File: config.mk
export PLATFORM = sky130hd
export DESIGN_NAME = mode_s_binary_frame_deframer
export DESIGN_NICKNAME = d
export VERILOG_FILES = /design/src/rtl/core/msbd_pkg.sv /design/src/rtl/core/msbd_front.sv /design/src/rtl/core/msbd_queue.sv /design/src/rtl/core/msbd_back.sv /design/src/rtl/core/mode_s_binary_frame_deframer.sv
export VERILOG_INCLUDE_DIRS = /design/src /design/src/rtl/core
export SDC_FILE = /design/constraint.sdc
export NUM_CORES = 1
export LEC_CHECK = 0
export BUFFER_PORTS_ARGS = -buffer_cell sky130_fd_sc_hd__buf_2
export CORE_MARGIN = 4
export CORE_UTILIZATION = 25
export CTS_CLUSTER_SIZE = 40
export DETAILED_ROUTE_END_ITERATION = 12
export GPL_ROUTABILITY_DRIVEN = 0
export HOLD_SLACK_MARGIN = 0.05
export RECOVER_POWER = 25
export SETUP_SLACK_MARGIN = 0.02
export SYNTH_ARGS = -nofsm -noshare
export SYNTH_HDL_FRONTEND = slang
export SYNTH_SLANG_ARGS = --single-unit
export TNS_END_PERCENT = 30
File: constraint.sdc
create_clock -name aclk -period 12.9 [get_ports aclk]
set_clock_uncertainty 0.2 [all_clocks]
set_input_delay 0 -clock aclk [delete_from_list [all_inputs] [get_ports aclk]]
set_output_delay 0 -clock aclk [all_outputs]
set_load 0.01 [all_outputs]
File: src/rtl/core/mode_s_binary_frame_deframer_assert.svh
// Assertion macros used by the deframer top level.
`ifndef MODE_S_BINARY_FRAME_DEFRAMER_ASSERT_SVH
`define MODE_S_BINARY_FRAME_DEFRAMER_ASSERT_SVH

// The condition must hold at every rising clock edge outside reset.
`define MSBD_ASSERT_ALWAYS(label, clk, rst_n, cond, msg) \
    label: assert property (@(posedge clk) disable iff (!(rst_n)) (cond)) \
        else $error(msg);

// Whenever the antecedent holds, the consequent holds in the same cycle.
`define MSBD_ASSERT_IMPLIES(label, clk, rst_n, ante, cons, msg) \
    label: assert property (@(posedge clk) disable iff (!(rst_n)) (ante) |-> (cons)) \
        else $error(msg);

`endif

File: src/rtl/core/msbd_pkg.sv
// Shared types, constants and helpers for the binary frame deframer.
package msbd_pkg;

    localparam int unsigned MsbdQueueDepth = 4;

    localparam logic [7:0] SYNC_BYTE      = 8'h1A;
    localparam logic [7:0] TYPE_MODE_AC   = 8'h31;
    localparam logic [7:0] TYPE_SHORT     = 8'h32;
    localparam logic [7:0] TYPE_LONG      = 8'h33;
    localparam logic [3:0] STAMP_LAST_IDX = 4'd5;

    localparam int unsigned MODEAC_BYTES = 2;
    localparam int unsigned SHORT_BYTES  = 7;
    localparam int unsigned LONG_BYTES   = 14;

    typedef enum logic [1:0] {
        KIND_MODE_AC = 2'd0,
        KIND_SHORT   = 2'd1,
        KIND_LONG    = 2'd2
    } frame_kind_t;

    typedef enum logic [2:0] {
        PH_HUNT    = 3'd0,
        PH_TYPE    = 3'd1,
        PH_STAMP   = 3'd2,
        PH_SIGNAL  = 3'd3,
        PH_PAYLOAD = 3'd4
    } phase_t;

    typedef struct packed {
        logic [1:0]  frame_kind;
        logic [47:0] time_stamp;
        logic [7:0]  signal_byte;
        logic [7:0]  payload_byte;
        logic [3:0]  byte_index;
        logic        last_byte;
    } result_t;

    // Index of the final payload byte for a frame kind.
    function automatic logic [3:0] last_index(input logic [1:0] kind);
        logic [3:0] idx;
        case (kind)
            KIND_MODE_AC: idx = 4'(MODEAC_BYTES - 1);
            KIND_SHORT:   idx = 4'(SHORT_BYTES - 1);
            default:      idx = 4'(LONG_BYTES - 1);
        endcase
        return idx;
    endfunction

endpackage

File: src/rtl/core/msbd_front.sv
// Front end: sync hunt, escape removal and frame field capture.
module msbd_front (
    input  logic              aclk,
    input  logic              aresetn,
    input  logic              cfg_wr_en,
    input  logic              cfg_wr_data,
    input  logic              byte_valid,
    input  logic [7:0]        byte_data,
    output logic              push,
    output msbd_pkg::result_t push_data
);
    import msbd_pkg::*;

    phase_t      phase_reg, phase_next;
    logic        esc_reg, esc_next;
    logic [1:0]  kind_reg, kind_next;
    logic        discard_reg, discard_next;
    logic [47:0] stamp_reg, stamp_next;
    logic [7:0]  signal_reg, signal_next;
    logic [3:0]  count_reg, count_next;
    logic        ac_en_reg;
    logic        is_last;

    always_ff @(posedge aclk) begin
        if (!aresetn) begin
            phase_reg   <= PH_HUNT;
            esc_reg     <= 1'b0;
            kind_reg    <= 2'd0;
            discard_reg <= 1'b0;
            count_reg   <= 4'd0;
            ac_en_reg   <= 1'b0;
        end else begin
            phase_reg   <= phase_next;
            esc_reg     <= esc_next;
            kind_reg    <= kind_next;
            discard_reg <= discard_next;
            count_reg   <= count_next;
            if (cfg_wr_en) begin
                ac_en_reg <= cfg_wr_data;
            end
        end
    end

    always_ff @(posedge aclk) begin
        stamp_reg  <= stamp_next;
        signal_reg <= signal_next;
    end

    assign is_last = (count_reg == last_index(kind_reg));

    always_comb begin
        phase_next   = phase_reg;
        esc_next     = esc_reg;
        kind_next    = kind_reg;
        discard_next = discard_reg;
        stamp_next   = stamp_reg;
        signal_next  = signal_reg;
        count_next   = count_reg;
        push         = 1'b0;

        push_data.frame_kind   = kind_reg;
        push_data.time_stamp   = stamp_reg;
        push_data.signal_byte  = signal_reg;
        push_data.payload_byte = byte_data;
        push_data.byte_index   = count_reg;
        push_data.last_byte    = is_last;

        if (byte_valid) begin
            if (esc_reg) begin
                // The byte after an in-frame sync value is dropped.
                esc_next = 1'b0;
            end else begin
                case (phase_reg)
                    PH_TYPE: begin
                        if (byte_data == SYNC_BYTE) begin
                            phase_next = PH_TYPE;
                        end else if (byte_data == TYPE_MODE_AC || byte_data == TYPE_SHORT ||
                                     byte_data == TYPE_LONG) begin
                            kind_next    = 2'(byte_data - TYPE_MODE_AC);
                            discard_next = (byte_data == TYPE_MODE_AC) && !ac_en_reg;
                            stamp_next   = '0;
                            count_next   = 4'd0;
                            phase_next   = PH_STAMP;
                        end else begin
                            phase_next = PH_HUNT;
                        end
                    end
                    PH_STAMP: begin
                        stamp_next = {stamp_reg[39:0], byte_data};
                        esc_next   = (byte_data == SYNC_BYTE);
                        if (count_reg == STAMP_LAST_IDX) begin
                            count_next = 4'd0;
                            phase_next = PH_SIGNAL;
                        end else begin
                            count_next = count_reg + 4'd1;
                        end
                    end
                    PH_SIGNAL: begin
                        signal_next = byte_data;
                        esc_next    = (byte_data == SYNC_BYTE);
                        count_next  = 4'd0;
                        phase_next  = PH_PAYLOAD;
                    end
                    PH_PAYLOAD: begin
                        esc_next = (byte_data == SYNC_BYTE);
                        push     = !discard_reg;
                        if (is_last) begin
                            count_next = 4'd0;
                            phase_next = PH_HUNT;
                        end else begin
                            count_next = count_reg + 4'd1;
                        end
                    end
                    default: begin
                        phase_next = (byte_data == SYNC_BYTE) ? PH_TYPE : PH_HUNT;
                    end
                endcase
            end
        end
    end

endmodule

File: src/rtl/core/msbd_queue.sv
// Small word queue between the front end and the output stage.
module msbd_queue #(
    parameter int unsigned DEPTH = msbd_pkg::MsbdQueueDepth
) (
    input  logic                            aclk,
    input  logic                            aresetn,
    input  logic                            push,
    input  msbd_pkg::result_t               push_data,
    input  logic                            pop,
    output msbd_pkg::result_t               head_data,
    output logic                            not_empty,
    output logic                            not_full,
    output logic [$clog2(DEPTH + 1) - 1:0]  fill
);
    import msbd_pkg::*;

    localparam int unsigned PW = $clog2(DEPTH);
    localparam int unsigned CW = $clog2(DEPTH + 1);

    result_t         entry_reg [DEPTH];
    logic [PW - 1:0] wr_ptr_reg, rd_ptr_reg;
    logic [CW - 1:0] count_reg;
    logic            do_push, do_pop;

    assign not_empty = (count_reg != '0);
    assign not_full  = (count_reg < CW'(DEPTH));
    assign do_push   = push && not_full;
    assign do_pop    = pop && not_empty;
    assign head_data = entry_reg[rd_ptr_reg];
    assign fill      = count_reg;

    always_ff @(posedge aclk) begin
        if (!aresetn) begin
            wr_ptr_reg <= '0;
            rd_ptr_reg <= '0;
            count_reg  <= '0;
        end else begin
            if (do_push) begin
                wr_ptr_reg <= (wr_ptr_reg == PW'(DEPTH - 1)) ? '0 : wr_ptr_reg + 1'b1;
            end
            if (do_pop) begin
                rd_ptr_reg <= (rd_ptr_reg == PW'(DEPTH - 1)) ? '0 : rd_ptr_reg + 1'b1;
            end
            case ({do_push, do_pop})
                2'b10:   count_reg <= count_reg + 1'b1;
                2'b01:   count_reg <= count_reg - 1'b1;
                default: count_reg <= count_reg;
            endcase
        end
    end

    always_ff @(posedge aclk) begin
        if (do_push) begin
            entry_reg[wr_ptr_reg] <= push_data;
        end
    end

endmodule

File: src/rtl/core/msbd_back.sv
// Output stage: registered result word presented to the downstream side.
module msbd_back (
    input  logic              aclk,
    input  logic              aresetn,
    input  logic              have_word,
    input  msbd_pkg::result_t head_data,
    output logic              pop,
    input  logic              out_ready,
    output logic              out_valid,
    output msbd_pkg::result_t out_data
);
    import msbd_pkg::*;

    logic    valid_reg;
    result_t data_reg;

    // Load a new word whenever the register is empty or being drained.
    assign pop       = have_word && (!valid_reg || out_ready);
    assign out_valid = valid_reg;
    assign out_data  = data_reg;

    always_ff @(posedge aclk) begin
        if (!aresetn) begin
            valid_reg <= 1'b0;
        end else if (pop) begin
            valid_reg <= 1'b1;
        end else if (out_ready) begin
            valid_reg <= 1'b0;
        end
    end

    always_ff @(posedge aclk) begin
        if (pop) begin
            data_reg <= head_data;
        end
    end

endmodule

File: src/rtl/core/mode_s_binary_frame_deframer.sv
// Top level of the binary receiver-stream frame deframer.
//
//   Channel   Direction  Payload
//   s_        in         tdata[7:0] raw stream byte
//   m_        out        tdata payload fields, tuser frame kind, tlast final payload byte
//   cfg_      in         wr_data: Mode A/C pass enable, written when wr_en is high
//
// One byte word is taken per clock while s_tready is high. The front end decides
// everything about a byte in the cycle it is accepted and writes at most one result
// word into the queue at that same edge; the output register loads the word once it
// reaches the queue head and the register is empty or being drained. s_tready is low
// only while the queue is full, so input stalls only when the output side has been
// stalled long enough to fill the queue. Reset is synchronous and active low; it returns
// the parser to sync hunting and empties the queue and output register.
`include "mode_s_binary_frame_deframer_assert.svh"

module mode_s_binary_frame_deframer #(
    parameter int unsigned QUEUE_DEPTH = msbd_pkg::MsbdQueueDepth
) (
    input  logic        aclk,
    input  logic        aresetn,

    input  logic        cfg_wr_en,
    input  logic        cfg_wr_data,

    input  logic        s_tvalid,
    output logic        s_tready,
    input  logic [7:0]  s_tdata,   // [7:0] byte_in

    output logic        m_tvalid,
    input  logic        m_tready,
    output logic [71:0] m_tdata,   // [47:0] time_stamp, [55:48] signal_byte,
                                   // [63:56] payload_byte, [67:64] byte_index, rest zero
    output logic [1:0]  m_tuser,   // [1:0] frame_kind
    output logic        m_tlast    // last_byte
);
    import msbd_pkg::*;

    logic                             in_accept;
    logic                             q_push;
    result_t                          q_push_data;
    logic                             q_pop;
    result_t                          q_head;
    logic                             q_not_empty;
    logic                             q_not_full;
    logic [$clog2(QUEUE_DEPTH + 1) - 1:0] q_fill;
    result_t                          out_word;
    logic                             fill_ok;
    logic                             last_ok;

    // A byte is accepted whenever the queue has room for the word it might produce.
    assign s_tready  = q_not_full;
    assign in_accept = s_tvalid && s_tready;

    msbd_front u_front (
        .aclk        (aclk),
        .aresetn     (aresetn),
        .cfg_wr_en   (cfg_wr_en),
        .cfg_wr_data (cfg_wr_data),
        .byte_valid  (in_accept),
        .byte_data   (s_tdata),
        .push        (q_push),
        .push_data   (q_push_data)
    );

    msbd_queue #(
        .DEPTH (QUEUE_DEPTH)
    ) u_queue (
        .aclk      (aclk),
        .aresetn   (aresetn),
        .push      (q_push),
        .push_data (q_push_data),
        .pop       (q_pop),
        .head_data (q_head),
        .not_empty (q_not_empty),
        .not_full  (q_not_full),
        .fill      (q_fill)
    );

    msbd_back u_back (
        .aclk      (aclk),
        .aresetn   (aresetn),
        .have_word (q_not_empty),
        .head_data (q_head),
        .pop       (q_pop),
        .out_ready (m_tready),
        .out_valid (m_tvalid),
        .out_data  (out_word)
    );

    // Pack the result word onto the stream ports.
    assign m_tdata = {4'b0000, out_word.byte_index, out_word.payload_byte,
                      out_word.signal_byte, out_word.time_stamp};
    assign m_tuser = out_word.frame_kind;
    assign m_tlast = out_word.last_byte;

    assign fill_ok = (q_fill <= ($clog2(QUEUE_DEPTH + 1))'(QUEUE_DEPTH));
    assign last_ok = (m_tdata[67:64] == last_index(m_tuser));

    // The queue never holds more words than it has entries.
    `MSBD_ASSERT_ALWAYS(a_fill_bound, aclk, aresetn, fill_ok, "queue fill exceeds depth")

    // The front end only produces a word when the queue has room for it.
    `MSBD_ASSERT_IMPLIES(a_push_room, aclk, aresetn, q_push, q_not_full, "push into full queue")

    // A word marked last carries the final index of its frame kind.
    `MSBD_ASSERT_IMPLIES(a_last_index, aclk, aresetn, m_tvalid && m_tlast, last_ok, "bad last idx")

endmodule
== After elaboration in Yosys (flattened, before gate mapping) ==
Memory sizes are Yosys's and may differ from the RTL's. A register that Yosys moved wholly into a read port is not among the register bits.
Index checks and enable logic that the tools add are counted.

* Register bits: 76
* Latch bits: 0
* Memory bits (writable): 284
* ROM bits: 0
* Input port bits: 14
* Logic and storage cells: 91
* Memories kept: 1

* Add/subtract/negate cells: 6
* Multipliers: 0
* Divide/modulo/power cells: 0
* Order comparisons: 1
* Eq/ne operators: 19
* Shifts and indexed selects: 0
* Multiplexer cells: 27
* Bitwise logic cells: 2
* Reductions and logical operators: 23

{| class="wikitable"
|+ Memories
! memory !! depth !! bits a word !! rd ports !! clocked after Yosys merged registers in !! wr ports !! line !! text
|-
| u_queue.entry_reg || 4 || 71 || 1 || 1 || 1 || msbd_queue.sv:20 || <nowiki>result_t entry_reg [DEPTH];</nowiki>
|}

{| class="wikitable"
|+ Operator list
! operator !! count
|-
| $mux 48 || 2
|-
| $pmux 48 s2 || 1
|-
| $eq 8x6->1 const B || 3
|-
| $mux 4 || 4
|-
| $pmux 4 s4 || 1
|-
| $reduce_and 5->1 || 3
|-
| $pmux 3 s4 || 1
|-
| $mux 1 || 10
|-
| $mux 3 || 3
|-
| $eq 8x5->1 const B || 1
|-
| $pmux 4 s2 || 1
|-
| $eq 2x2->1 const B || 3
|-
| $eq 3x2->1 const B || 2
|-
| $mux 2 || 3
|-
| $ne 2x1->1 const B || 3
|-
| $pmux 3 s2 || 1
|-
| $reduce_bool 2->1 || 3
|-
| $logic_and 1x1->1 || 5
|-
| $add 2x1->2 const B || 2
|-
| $add 4x1->4 const B || 1
|-
| $eq 2x1->1 const B || 2
|-
| $eq 4x3->1 const B || 1
|-
| $eq 4x4->1 || 1
|-
| $reduce_and 4->1 || 1
|-
| other kinds (15) || 20
|}

== Logic depth before layout (Yosys ltp) ==
* Word-level depth: 7
* Mapped depth: 11
* Mapped depth without buffers: 10

== Cells and area by module ==
From an unflattened synthesis, not the netlist that was laid out.

* Cells, all modules: 722
* Area, all modules: 15,905.3 um2

{| class="wikitable"
|+ By module, submodules not included
! module !! instances !! cells an instance !! area each (um2) !! seq. area each (um2)
|-
| msbd_queue || 1 || 424 || 10,799.1 || 8,708.4
|-
| msbd_front || 1 || 217 || 2,886.5 || 1,921.8
|-
| msbd_back || 1 || 75 || 2,179.6 || 2,152.1
|-
| mode_s_binary_frame_deframer || 1 || 6 || 40.0 || 0.0
|}

== Worst setup path before layout ==
Ideal clock, no wire load.

* Path type: register to register
* Start: register u_queue.count_reg[2] (netlist: u_queue.fill[2])
* End: register u_queue.count_reg[2] (netlist: u_queue.fill[2])
* Arrival time: 5.660 ns
* Data required time: 12.628 ns
* Setup slack: 6.968 ns
* Cell stages (with the launch flop): 9
* Path buffers: 0
* Period minus slack after synthesis: 5.932 ns
* Cells stage by stage: dfxtp_1 nor3_1 a21oi_1 ha_1 inv_1 fa_1 xor2_1 or3_1 a21oi_1

* Elaborated cells on any way between the ends: 13
* Those cells by class: add/sub: 2; order compare: 1; eq/ne: 2; mux: 2; reduce/logical: 6

{| class="wikitable"
|+ RTL lines
! item !! line !! text
|-
| start, declared || msbd_queue.sv:22 || <nowiki>logic [CW - 1:0] count_reg;</nowiki>
|-
| start signal, assigned || msbd_queue.sv:45 || <nowiki>2'b10: count_reg <= count_reg + 1'b1;</nowiki>
|-
| start signal, assigned || msbd_queue.sv:46 || <nowiki>2'b01: count_reg <= count_reg - 1'b1;</nowiki>
|-
| start signal, assigned || msbd_queue.sv:47 || <nowiki>default: count_reg <= count_reg;</nowiki>
|-
| $reduce_bool 3->1 (*) || msbd_queue.sv:25 || <nowiki>assign not_empty = (count_reg != '0);</nowiki>
|-
| $logic_and 1x1->1 (*) || msbd_back.sv:18 || <nowiki>assign pop = have_word && (!valid_reg || out_ready);</nowiki>
|-
| net q_pop || mode_s_binary_frame_deframer.sv:42 || <nowiki>logic q_pop;</nowiki>
|-
| $logic_and 1x1->1 (*) || msbd_queue.sv:28 || <nowiki>assign do_pop = pop && not_empty;</nowiki>
|-
| $eq 2x1->1 / $eq 2x2->1 (equally long branches) || msbd_queue.sv:44 || <nowiki>case ({do_push, do_pop})</nowiki>
|-
| $pmux 3 s2 / $reduce_bool 2->1 (equally long branches) || - ||
|}

Mark *: on every way through the listed nets, which the timed path passes. The rest lies on a longest branch.
A chain may end at the register's enable or synchronous reset.

== Worst setup path after layout ==
* Start: input s_tdata[2]
* End: register u_front.stamp_reg[23], enable pin

* Word-level cells in the longest chain between the ends: 5
* Elaborated cells on any way between the ends: 9
* Those cells by class: eq/ne: 6; reduce/logical: 3

{| class="wikitable"
|+ RTL lines
! item !! line !! text
|-
| start, declared || mode_s_binary_frame_deframer.sv:28 || <nowiki>input logic [7:0] s_tdata,</nowiki>
|-
| $eq 8x6->1 || msbd_front.sv:77 || <nowiki>end else if (byte_data == TYPE_MODE_AC || byte_data == TYPE_SHORT ||</nowiki>
|-
| $logic_or 1x1->1 (2 in a row) || msbd_front.sv:77 ||
|-
| $ne 2x1->1 (no source line) || - ||
|-
| $reduce_and 5->1 (no source line) (*) || - ||
|-
| end signal, assigned || msbd_front.sv:45 || <nowiki>stamp_reg <= stamp_next;</nowiki>
|-
| end, declared || msbd_front.sv:18 || <nowiki>logic [47:0] stamp_reg, stamp_next;</nowiki>
|}

Every way passes the cells marked *; elsewhere a longest branch is shown, timed or not.

==> reports/qor.yml <==
drt-total-wl_um: 30800
regToRegEndpoint: "u_front.stamp_reg[23]$_SDFFCE_PN0P_"
io_buffers: 86
grt_pass1_wl_um: 46700
slew_violations: 0
rrSetupSlack_ps: 9780
cts_setup_buffers: 0
hpwl_um: 17800
whs_path_depth: 4
ys_seq_area_share_pct: 81.5
ys_types: 48
fin_crit_ps: 3950
synth-main-ff-cell: "edfxtp_1"
antenna_found_initial: 1
cts_tree: "done"
start_kind: "primary input"
critPathArrivalTime_ps: 3940
ant_nets: 0
yosys_register_bits: 431
synth_area_per_cell_sq_um: 22.3
drive_gt1_share_pct: 27.6
htreeDepth: 2
drc_errors: 0
min_period_over_period_pct: 30.6
nets: 865
grt_overflow: 0
vias: 6848
p_per_area_mw_per_mm2: 182
ios: 91
critPathMaxFanout: 48
dieHeight_um: 258
hold_violations: 0
post_drt_wl_per_cell_um: 18.0
clock_latency_ps: 580
startpoint: "s_tdata[2]"
ctsResizeCount: 0
hold_start: "aresetn"
totalNegativeSetupSlack_ps: 0
yosysWarnings: 0
setup_viol: 0
async_flop_share_pct: 0
synth.cells.most_frequent: "edfxtp_1, mux4_2, and2_1, dfxtp_1, nor2_1"
finish.utilization_pct: 30.2
clkSinkCount: 431
netlist.area_leader.share_pct: 79.0
grt_pass1_vias: 7293
core-area_sq_mm: 0.0618
required_ps: 12900
synth.area.top_cells: "edfxtp_1, mux4_2, dfxtp_1, and2_1, ha_1"
ctsHoldBuffers: 21
peakVddDrop_v: 0.0000858
drtPass1Iterations: 4
endpoint_kind: "flip-flop"
synth_area_sq_mm: 0.0156
die_area_sq_mm: 0.0666
post-synth-top-count-cell: "edfxtp_1"
area_delta_synth_final_pct: 19.4
grt_usage_pct: 9.18
largest_reg_flops: 284
status: "completed"
grt_max_degree: 49
clk_pin_slew_worst_paths_ps: 60
r2r_start: "u_front.phase_reg[0]$_SDFFE_PN0P_"
drt-initial-drc-count: 451
numCtsBuffers: 45
die_x_um: 258
max_freq_ghz: 0.253
worst_pin_slew_ps: 1020
synth_edf_count: 411
leakage_uw: 0.00553
yosysTopAreaCell: "edfxtp_1"
cts_root_buf: "clkbuf_16"
hold_class: "in2reg"
ctsLongestPathBuffers: 3
cap_violations: 0
vias_per_cell: 4.00
rsz0062_at_grt: "no"
syn_inst: 701
worstHoldEndpoint: "u_front.count_reg[0]$_SDFFE_PN0P_"
worstSetupPathType: "in2reg"
initial_core_util_pct: 25.3
ff2ff_path_depth: 7
rows: 91
maxSlewHeadroom_pct: 32.0
n_antenna_cell: 0
cell type report:
type / count / area [sq um]
Tap cell: 837 / 1050
Multi-Input combinational cell: 231 / 2740
Sequential cell: 431 / 12700
Fill cell: 5942 / 43200
Inverter: 14 / 52.6
Timing Repair Buffer: 116 / 701
Clock buffer: 56 / 1170
Clock inverter: 25 / 203
worst max path at each step:
stage | endpoint | slack, ps | depth (start not counted)
after floorplan | u_queue.fill[2]$_SDFFE_PN0P_ | 6970 | 8
after global placement | u_front.stamp_reg[36]$_SDFFCE_PN0P_ | 9900 | 5
after detailed placement | u_front.stamp_reg[30]$_SDFFCE_PN0P_ | 9840 | 5
after CTS | u_front.stamp_reg[33]$_SDFFCE_PN0P_ | 8920 | 11
after global routing | u_front.stamp_reg[27]$_SDFFCE_PN0P_ | 8750 | 11
final | u_front.stamp_reg[23]$_SDFFCE_PN0P_ | 8950 | 11
kinds of logic (layout without fill, tap and decap cells):
kind of cell	after synthesis	in the layout	synth area share (%)
AND/OR/NAND/NOR	111	111	4.32
XOR/XNOR	2	2	0.112
buffers and inverters	42	211	1.26
multiplexers	76	76	10.6
other	1	4	0.0240
flip-flops	431	431	81.5
AO/OA/AOI/OAI	25	25	1.13
adder cells (fa/ha/maj)	13	13	1.07
power by group:
| group | switching [uW] | internal, uW |
|---|---|---|
| clock network | 530 | 670 |
| registers | 110 | 1680 |
| logic | 247 | 173 |
| total | 886 | 2520 |
layout by cell type (no fill, tap or decap), types with 11 or more instances in the layout:
cell           instances
clkbuf_1              17
clkinv_2              11
clkbuf_16             45
ha_1                  11
buf_2                 80
edfxtp_1             411
and2_1                46
mux4_2                71
nor2_1                15
dlygate4sd3_1         21
inv_1                 12
dfxtp_1               18
per-layer routing:
layer	up-vias	GRT usage (%)	routed length (um)
li1	3098	-	-
met1	3571	12.6	13900
met2	139	14.6	14700
met3	40	2.10	1590
met4	0	2.73	572
met5	-	0	0
stage by stage:
step | hold slack, ps | instance area [sq um] | power [uW] | cells | setup WS, ps
after detailed placement | 53.0 | 17100 | 2260 | 1608 | 9840
after floorplan | -104 | 15600 | 2020 | 704 | 6970
after global placement | 54.2 | 17100 | 2260 | 1608 | 9900
after CTS | 66.6 | 18700 | 3480 | 1710 | 8920
after global routing | 108 | 18700 | 3570 | 1710 | 8750
final | 109 | 18700 | 3400 | 1710 | 8950
worst max-delay path, cell delays in order:
cell           delay [ps]
dlygate4sd3_1         530
dlygate4sd3_1         540
buf_2                 170
nor4b_2               300
dlygate4sd3_1         660
nand4_1               160
dlygate4sd3_1         640
nor2_1                140
nor2_1                 90
nor2_4                120
buf_4                 550
Note: power is estimated with default switching activity, not from simulation.
